==> src/hw/rtl/mcot_pkg.sv <==
package mcot_pkg;

   localparam int NUM_TIMERS_DEF  = 16;
   localparam int COUNT_WIDTH_DEF = 16;

   localparam int INDEX_W     = 4;
   localparam int PERIOD_W    = 16;
   localparam int MASK_W      = 16;
   localparam int RATIO_W     = 8;
   localparam int REQ_DATA_W  = 24;
   localparam int REQ_USER_W  = 2;

   localparam logic [RATIO_W-1:0] RATIO_RESET = 8'd1;

   typedef enum logic [1:0] {
      CMD_TICK       = 2'd0,
      CMD_START      = 2'd1,
      CMD_SUSPEND    = 2'd2,
      CMD_SET_PERIOD = 2'd3
   } cmd_type;

   typedef enum logic [2:0] {
      ST_IDLE,
      ST_START_WR,
      ST_SWEEP,
      ST_DRAIN,
      ST_EMIT
   } state_type;

   typedef struct packed {
      logic load;
      logic start_wr;
      logic sweep_rd;
      logic emit;
   } ctl_cmd_type;

   typedef struct packed {
      logic is_tick;
      logic is_start;
      logic presc_hit;
      logic sweep_last;
      logic out_free;
   } dp_stat_type;

endpackage

==> src/hw/rtl/mcot_ctrl.sv <==
module mcot_ctrl (
   input  logic                  clock,
   input  logic                  reset,
   input  logic                  req_tvalid,
   output logic                  req_tready,
   input  mcot_pkg::dp_stat_type stat,
   output mcot_pkg::ctl_cmd_type cmd
);

   mcot_pkg::state_type state_ff;
   mcot_pkg::state_type state_in;

   always_ff @(posedge clock) begin
      if (reset) begin
         state_ff <= mcot_pkg::ST_IDLE;
      end else begin
         state_ff <= state_in;
      end
   end

   always_comb begin
      state_in = state_ff;
      unique case (state_ff)
         mcot_pkg::ST_IDLE: begin
            if (req_tvalid) begin
               if (stat.is_tick) begin
                  state_in = stat.presc_hit ? mcot_pkg::ST_SWEEP : mcot_pkg::ST_EMIT;
               end else if (stat.is_start) begin
                  state_in = mcot_pkg::ST_START_WR;
               end
            end
         end
         mcot_pkg::ST_START_WR: state_in = mcot_pkg::ST_IDLE;
         mcot_pkg::ST_SWEEP: begin
            if (stat.sweep_last) begin
               state_in = mcot_pkg::ST_DRAIN;
            end
         end
         mcot_pkg::ST_DRAIN: state_in = mcot_pkg::ST_EMIT;
         mcot_pkg::ST_EMIT: begin
            if (stat.out_free) begin
               state_in = mcot_pkg::ST_IDLE;
            end
         end
         default: state_in = mcot_pkg::ST_IDLE;
      endcase
   end

   always_comb begin
      req_tready   = (state_ff == mcot_pkg::ST_IDLE);
      cmd.load     = (state_ff == mcot_pkg::ST_IDLE) && req_tvalid;
      cmd.start_wr = (state_ff == mcot_pkg::ST_START_WR);
      cmd.sweep_rd = (state_ff == mcot_pkg::ST_SWEEP);
      cmd.emit     = (state_ff == mcot_pkg::ST_EMIT) && stat.out_free;
   end

endmodule

==> src/hw/rtl/mcot_dp.sv <==
module mcot_dp #(
   parameter int NUM_TIMERS  = mcot_pkg::NUM_TIMERS_DEF,
   parameter int COUNT_WIDTH = mcot_pkg::COUNT_WIDTH_DEF
) (
   input  logic                                clock,
   input  logic                                reset,
   input  logic                                csr_wr_en,
   input  logic [mcot_pkg::RATIO_W-1:0]        csr_wr_data,
   input  logic [mcot_pkg::REQ_DATA_W-1:0]     req_tdata,
   input  logic [mcot_pkg::REQ_USER_W-1:0]     req_tuser,
   input  mcot_pkg::ctl_cmd_type               cmd,
   output mcot_pkg::dp_stat_type               stat,
   input  logic                                rsp_tready,
   output logic                                rsp_tvalid,
   output logic [mcot_pkg::MASK_W-1:0]         rsp_tdata
);

   localparam int IDX_W = (NUM_TIMERS > 1) ? $clog2(NUM_TIMERS) : 1;

   mcot_pkg::cmd_type                req_cmd;
   logic [mcot_pkg::INDEX_W-1:0]     req_idx;
   logic [mcot_pkg::PERIOD_W-1:0]    req_period;
   logic [IDX_W-1:0]                 req_addr;
   logic [COUNT_WIDTH-1:0]           req_val;
   logic                             idx_ok;
   logic                             period_we;

   logic [mcot_pkg::RATIO_W-1:0]     ratio_ff;
   logic [mcot_pkg::RATIO_W-1:0]     presc_cnt_ff;

   logic [NUM_TIMERS-1:0]            active_ff;
   logic [NUM_TIMERS-1:0]            active_in;
   logic [NUM_TIMERS-1:0]            period_set_ff;

   logic [COUNT_WIDTH-1:0]           period_mem [NUM_TIMERS];
   logic [COUNT_WIDTH-1:0]           period_rd_ff;
   logic                             period_rd_set_ff;
   logic [COUNT_WIDTH-1:0]           rem_mem [NUM_TIMERS];
   logic [COUNT_WIDTH-1:0]           rem_rd_ff;

   logic [IDX_W-1:0]                 item_addr_ff;
   logic [IDX_W-1:0]                 sweep_cnt_ff;
   logic                             proc_vld_ff;
   logic [IDX_W-1:0]                 proc_idx_ff;
   logic                             proc_active;
   logic                             expire;

   logic                             rem_we;
   logic [IDX_W-1:0]                 rem_waddr;
   logic [COUNT_WIDTH-1:0]           rem_wdata;

   logic [mcot_pkg::MASK_W-1:0]      mask_ff;
   logic                             rsp_valid_ff;
   logic [mcot_pkg::MASK_W-1:0]      rsp_data_ff;

   always_comb begin
      req_cmd    = mcot_pkg::cmd_type'(req_tuser);
      req_idx    = req_tdata[mcot_pkg::INDEX_W-1:0];
      req_period = req_tdata[mcot_pkg::INDEX_W +: mcot_pkg::PERIOD_W];
      req_addr   = IDX_W'(req_idx);
      req_val    = COUNT_WIDTH'(req_period);
      idx_ok     = (32'(req_idx) < 32'(NUM_TIMERS));
      period_we  = cmd.load && (req_cmd == mcot_pkg::CMD_SET_PERIOD) && idx_ok &&
                   (req_val != '0);
   end

   always_comb begin
      proc_active = proc_vld_ff && active_ff[proc_idx_ff];
      expire      = proc_active && (rem_rd_ff == '0);
   end

   always_ff @(posedge clock) begin
      if (reset) begin
         ratio_ff <= mcot_pkg::RATIO_RESET;
      end else if (csr_wr_en) begin
         ratio_ff <= csr_wr_data;
      end
   end

   always_ff @(posedge clock) begin
      if (reset) begin
         presc_cnt_ff <= '0;
      end else if (cmd.load && (req_cmd == mcot_pkg::CMD_TICK)) begin
         if (presc_cnt_ff == ratio_ff) begin
            presc_cnt_ff <= '0;
         end else begin
            presc_cnt_ff <= presc_cnt_ff + (mcot_pkg::RATIO_W)'(1);
         end
      end
   end

   always_comb begin
      active_in = active_ff;
      if (cmd.load && (req_cmd == mcot_pkg::CMD_SUSPEND) && idx_ok) begin
         active_in[req_addr] = 1'b0;
      end
      if (cmd.start_wr) begin
         active_in[item_addr_ff] = 1'b1;
      end
      if (expire) begin
         active_in[proc_idx_ff] = 1'b0;
      end
   end

   always_ff @(posedge clock) begin
      if (reset) begin
         active_ff     <= '0;
         period_set_ff <= '0;
      end else begin
         active_ff <= active_in;
         if (period_we) begin
            period_set_ff[req_addr] <= 1'b1;
         end
      end
   end

   always_ff @(posedge clock) begin
      if (period_we) begin
         period_mem[req_addr] <= req_val;
      end
      period_rd_ff     <= period_mem[req_addr];
      period_rd_set_ff <= period_set_ff[req_addr];
   end

   always_comb begin
      rem_we    = cmd.start_wr || (proc_active && (rem_rd_ff != '0));
      rem_waddr = cmd.start_wr ? item_addr_ff : proc_idx_ff;
      if (cmd.start_wr) begin
         rem_wdata = period_rd_set_ff ? period_rd_ff : '0;
      end else begin
         rem_wdata = rem_rd_ff - COUNT_WIDTH'(1);
      end
   end

   always_ff @(posedge clock) begin
      if (rem_we) begin
         rem_mem[rem_waddr] <= rem_wdata;
      end
      rem_rd_ff <= rem_mem[sweep_cnt_ff];
   end

   always_ff @(posedge clock) begin
      if (cmd.load) begin
         item_addr_ff <= req_addr;
      end
      proc_idx_ff <= sweep_cnt_ff;
   end

   always_ff @(posedge clock) begin
      if (reset) begin
         sweep_cnt_ff <= '0;
         proc_vld_ff  <= 1'b0;
         mask_ff      <= '0;
      end else begin
         proc_vld_ff <= cmd.sweep_rd;
         if (cmd.load) begin
            sweep_cnt_ff <= '0;
            mask_ff      <= '0;
         end else begin
            if (cmd.sweep_rd) begin
               sweep_cnt_ff <= sweep_cnt_ff + IDX_W'(1);
            end
            if (expire && (32'(proc_idx_ff) < mcot_pkg::MASK_W)) begin
               mask_ff[4'(proc_idx_ff)] <= 1'b1;
            end
         end
      end
   end

   always_ff @(posedge clock) begin
      if (reset) begin
         rsp_valid_ff <= 1'b0;
      end else if (cmd.emit) begin
         rsp_valid_ff <= 1'b1;
      end else if (rsp_tready) begin
         rsp_valid_ff <= 1'b0;
      end
   end

   always_ff @(posedge clock) begin
      if (cmd.emit) begin
         rsp_data_ff <= mask_ff;
      end
   end

   always_comb begin
      stat.is_tick    = (req_cmd == mcot_pkg::CMD_TICK);
      stat.is_start   = (req_cmd == mcot_pkg::CMD_START) && idx_ok;
      stat.presc_hit  = (presc_cnt_ff == ratio_ff);
      stat.sweep_last = (sweep_cnt_ff == IDX_W'(NUM_TIMERS - 1));
      stat.out_free   = !rsp_valid_ff || rsp_tready;
      rsp_tvalid      = rsp_valid_ff;
      rsp_tdata       = rsp_data_ff;
   end

endmodule

==> src/hw/rtl/multi_channel_oneshot_timer_bank_top.sv <==
// Bank of one-shot down-counting timers driven by a command stream.
// Each request transfer carries one command in req_tuser: tick, start,
// suspend or set-period, with the timer index and period in req_tdata.
// Only a tick produces a response transfer, whose rsp_tdata holds the mask
// of timers that expired on it (zero when the prescaler swallows the tick).
// The prescale ratio is written through csr_wr_en and csr_wr_data.
// Suspend and set-period complete as the request is taken, while start
// passes through a write state, since the period is read from its memory
// and then copied into the count memory. A tick that is not acted on
// goes straight to the emit state. An acted tick walks the count memory
// one timer per cycle, through sweep and drain, before the next request is taken.
// Reset clears the prescaler, marks all timers inactive and all periods
// zero, and sets the ratio to one; no clearing pass is needed.
// A finished response waits in an output register; a stalled receiver
// holds a tick in its final state until that register frees up, while
// other commands are still accepted as long as no tick is pending.
module multi_channel_oneshot_timer_bank_top #(
   parameter int NUM_TIMERS  = mcot_pkg::NUM_TIMERS_DEF,
   parameter int COUNT_WIDTH = mcot_pkg::COUNT_WIDTH_DEF
) (
   input  logic                             clock,
   input  logic                             reset,
   input  logic                             csr_wr_en,
   input  logic [mcot_pkg::RATIO_W-1:0]     csr_wr_data,
   input  logic                             req_tvalid,
   output logic                             req_tready,
   // Fields from bit 0: timer_index[3:0], period_value[19:4], zero pad.
   input  logic [mcot_pkg::REQ_DATA_W-1:0]  req_tdata,
   // Fields from bit 0: cmd[1:0].
   input  logic [mcot_pkg::REQ_USER_W-1:0]  req_tuser,
   output logic                             rsp_tvalid,
   input  logic                             rsp_tready,
   // Fields from bit 0: expired_mask[15:0].
   output logic [mcot_pkg::MASK_W-1:0]      rsp_tdata
);

   mcot_pkg::ctl_cmd_type ctl_cmd;
   mcot_pkg::dp_stat_type dp_stat;

   mcot_ctrl u_ctrl (
      .clock      (clock),
      .reset      (reset),
      .req_tvalid (req_tvalid),
      .req_tready (req_tready),
      .stat       (dp_stat),
      .cmd        (ctl_cmd)
   );

   mcot_dp #(
      .NUM_TIMERS  (NUM_TIMERS),
      .COUNT_WIDTH (COUNT_WIDTH)
   ) u_dp (
      .clock       (clock),
      .reset       (reset),
      .csr_wr_en   (csr_wr_en),
      .csr_wr_data (csr_wr_data),
      .req_tdata   (req_tdata),
      .req_tuser   (req_tuser),
      .cmd         (ctl_cmd),
      .stat        (dp_stat),
      .rsp_tready  (rsp_tready),
      .rsp_tvalid  (rsp_tvalid),
      .rsp_tdata   (rsp_tdata)
   );

endmodule

==> config.mk <==
export PLATFORM = sky130hd
export DESIGN_NAME = multi_channel_oneshot_timer_bank_top
export DESIGN_NICKNAME = d
export VERILOG_FILES = /design/src/hw/rtl/mcot_pkg.sv /design/src/hw/rtl/mcot_ctrl.sv /design/src/hw/rtl/mcot_dp.sv /design/src/hw/rtl/multi_channel_oneshot_timer_bank_top.sv
export SDC_FILE = /design/constraint.sdc
export NUM_CORES = 1
export LEC_CHECK = 0
export ABC_AREA = 1
export ABC_CLOCK_PERIOD_IN_PS = 5100
export BUFFER_PORTS_ARGS = -buffer_cell sky130_fd_sc_hd__buf_4
export CAP_MARGIN = 20
export CORE_UTILIZATION = 41
export CTS_CLUSTER_DIAMETER = 30
export DETAILED_ROUTE_END_ITERATION = 16
export PLACE_DENSITY = 0.59
export SETUP_SLACK_MARGIN = 0.1
export SLEW_MARGIN = 20
export SYNTH_ARGS = -nofsm -noshare
export SYNTH_HDL_FRONTEND = slang
export SYNTH_SLANG_ARGS = --single-unit
export TNS_END_PERCENT = 100
==> constraint.sdc <==
create_clock -name clock -period 5.1 [get_ports clock]
set_input_delay 0.255 -clock clock [delete_from_list [all_inputs] [get_ports clock]]
set_output_delay 0.255 -clock clock [all_outputs]
set_load 0.02 [all_outputs]
==> flow_summary.ini <==
[outcome]
outcome = finished clean

[synthesis]
yosysTopAreaCellShare_pct = 63.96
syn_inst = 2015
synthesis.nets = 2057
synthDistinctLibCells = 40
synth_edf_count = 532
ys_async_sr_fraction_pct = 0
ys.flop_type = edfxtp_1
syn_avg_cell_area_um2 = 12.40
netlist_top_cells_count = edfxtp_1, nand2_1, nor2_1
netlist_area_um2 = 24980
seq_area_frac_synth_pct = 72.77
yosys.cell_count.top_type = edfxtp_1
yosysTopAreaCell = edfxtp_1
yosys-top-cells-area = edfxtp_1, dfxtp_1, nand2_1, nor2_1, a22oi_1
ys_ff_latch = 642
synth_warnings = 0

[routing]
vias_per_cell = 5.301
drt-initial-drc-count = 1211
wl_per_cell_um = 19.91
totalWireLength_um = 60330
dr.pass1.iters = 7
drc = 0
vias = 16070
ant_nets = 0

[global_routing]
grt_pass1_wl_um = 92290
grt-ovfl-total = 0
grt_antenna_before_repair = 1
first_global_vias = 16060
grt_start_max_net_pins = 81
track_usage_pct = 19.47

[clock_network]
clk_pin_slew_worst_paths_ns = 0.05
numCtsBuffers = 111
root_buffer = clkbuf_16
clock_path_buffers = 3
tritoncts = built
clock_latency_ns = 0.67
cts_sinks = 642
htreeDepth = 3

[floorplanning]
core-area_um2 = 60250
die_y_um = 248.8
start_util_pct = 41.46
rows = 90
io_pins = 57
die_x_um = 248.8
die-area_um2 = 61910

[final_layout]
final_util_pct = 50.64
areaGrowthSynthToFinish_pct = 22.14
finish.net_count = 2193
fin_area_um2 = 30510
drive_gt1_share_pct = 13.69
multi_input_area_um2 = 5969
n_fill_cell = 5106
num_antenna_cells = 0
regArea_um2 = 18180

[hold_path]
whs_path_depth = 4
worstHoldEndpoint = u_ctrl.state_ff[0]
hold_path_class = in -> reg
min_from = req_tuser[1]

[setup_path]
cp.depth = 13
start_kind = flop
slowest_stage = nor2_2
r2r-start = u_dp.proc_idx_ff[0]
cp_cell_sequence = inv_1 > nand2_1 > nand2_1 > nand2_1 > nand2_1 > nand2_1 > nand2_1 > inv_1 > nand2_1 > nand3b_1 > nand2_1 > inv_2 > nor2_2
required_ns = 5.36
endpoint_kind = flop
path_common_cell = nand2_1
r2r_cells = 13
crit_type = reg -> reg
rr_endpoint = u_dp.rem_mem[3][12]
path_buf_inv = 3
cp.arrival_ns = 3.66
cp_top_family = simple AND/OR/NAND/NOR gates
max_stage_delay_ns = 0.85
crit_fanout = 17
r2r_setup_slack_ns = 1.70

[sta]
period_share_pct = 66.66
setup_tns_ns = 0
drv_slew = 0
setup_violations = 0
rsz0062_at_grt = false
min_period_ns = 3.400
relSlewSlack_pct = 23.55
fmax_mhz = 294.2
tightest_slew_ns = 1.145
clock_skew_ns = 0.03968
final_hold_viol_count = 0

[placement]
dp_hpwl_um = 33450
place_area_um2 = 26220
gp_congestion = 0.8522
io_buffers = 52

[power]
cellLeakagePower_uw = 0.01068
vdd_ir_drop_max_v = 0.0003862
cellPowerDensity_nw_per_um2 = 447.7

[run]
cap_violations = 0
sequential cells by signal, summed over array words and instances, names as in the netlist, 3 cells and up:
signal              count
u_dp.period_rd_ff      16
u_dp.period_mem       256
u_dp.sweep_cnt_ff       4
u_dp.item_addr_ff       4
u_dp.rem_rd_ff         16
u_dp.presc_cnt_ff       8
u_dp.active_ff         16
u_ctrl.state_ff         3
u_dp.mask_ff           16
u_dp.proc_idx_ff        4
u_dp.rem_mem          256
u_dp.period_set_ff     16
u_dp.rsp_tdata         16
u_dp.ratio_ff           8
final cells by class:
type,instances,area share [%]
Clock inverter,86,3.146
Multi-Input combinational cell,1135,19.57
Sequential cell,642,59.61
Clock buffer,125,9.450
Timing Repair Buffer,119,3.269
Inverter,142,1.751
Tap cell,782,3.207
how the worst max path moves through the flow:
stage	slack [ns]	end	from
3_3_place_gp	1.76	u_dp.rem_mem[9][8]	u_dp.proc_idx_ff[0]
2_1_floorplan	2.57	u_dp.rsp_tdata[0]	u_ctrl.state_ff[1]
6_report	1.70	u_dp.rem_mem[3][12]	u_dp.proc_idx_ff[0]
3_5_place_dp	1.67	u_dp.rem_mem[6][6]	u_dp.proc_idx_ff[0]
4_1_cts	1.64	u_dp.rem_mem[6][7]	u_dp.proc_idx_ff[0]
5_1_grt	1.30	u_dp.rem_mem[3][12]	u_dp.proc_idx_ff[0]
routing by layer:
metal  GRT usage (%)  vias to the layer above  wire (um)
met2           33.38                      443      29780
met5               0                        -          0
met3           3.386                      136       3108
met1           24.17                     7879      25550
met4           8.465                        0       1886
li1                -                     7610          -
metrics by stage:
| step | hold WS (ns) | cells | power [uW] | setup slack (ns) |
|---|---|---|---|---|
| global placement | 0.3700 | 2779 | 6339 | 1.762 |
| global route | 0.07884 | 3031 | 14030 | 1.300 |
| finish | 0.06330 | 3031 | 13660 | 1.700 |
| detailed placement | 0.3679 | 2779 | 6348 | 1.669 |
| CTS | 0.02561 | 3030 | 13750 | 1.638 |
| floorplan | 0.3343 | 2015 | 6144 | 2.574 |
placed cells by master, fill, tap and decap left out, drive strengths merged, types with 8 or more instances in the layout:
cell type / synthesis / layout
edfxtp: 532 / 532
a22oi: 128 / 128
buf: 33 / 79
a21oi: 47 / 47
xnor2: 11 / 11
mux2i: 24 / 24
nand2: 308 / 308
clkinvlp: 0 / 18
nor2: 269 / 269
o21ai: 129 / 129
inv: 136 / 152
o221ai: 16 / 16
dfxtp: 110 / 110
o32ai: 32 / 32
o211ai: 17 / 17
bufinv: 0 / 12
dlygate4sd3: 0 / 40
nand3: 67 / 67
clkinv: 6 / 46
nor3: 8 / 8
nand4: 36 / 36
clkbuf: 63 / 125
o22ai: 16 / 16
worst reg2reg max path, delay by kind of cell, from the launching register on:
family,cells,cell delay [ns]
DFF,1,0.44
and+or+nand+nor,10,1.91
buffers and inverters,3,0.63
timing repair:
| action | 4_1_cts | 5_1_grt |
|---|---|---|
| endpoints found under the hold margin | 289 | 0 |
| hold buffers | 40 | 0 |
| resized for setup | 0 | 0 |
| setup endpoints to repair | 0 | 0 |
| setup buffers | 0 | 0 |
cells by family (layout without fill, tap and decap cells):
group	after synthesis	count (layout)	share of synthesized area, %
xor gates and xnor gates	18	18	0.6312
adders and majority gates	3	3	0.1503
and+or+nand+nor	698	698	11.54
buffers and inverters	238	472	3.697
AOI/OAI and AO/OA	392	392	10.25
muxes	24	24	0.9618
DFF	642	642	72.77
report_power, final:
group | switching, uW | internal, uW | total (uW)
Clock | 2650 | 4730 | 7380
Sequential | 33.9 | 5770 | 5800
Combinational | 331 | 140 | 471
Total | 3010 | 10600 | 13700
(Power assumes the default switching activity.)
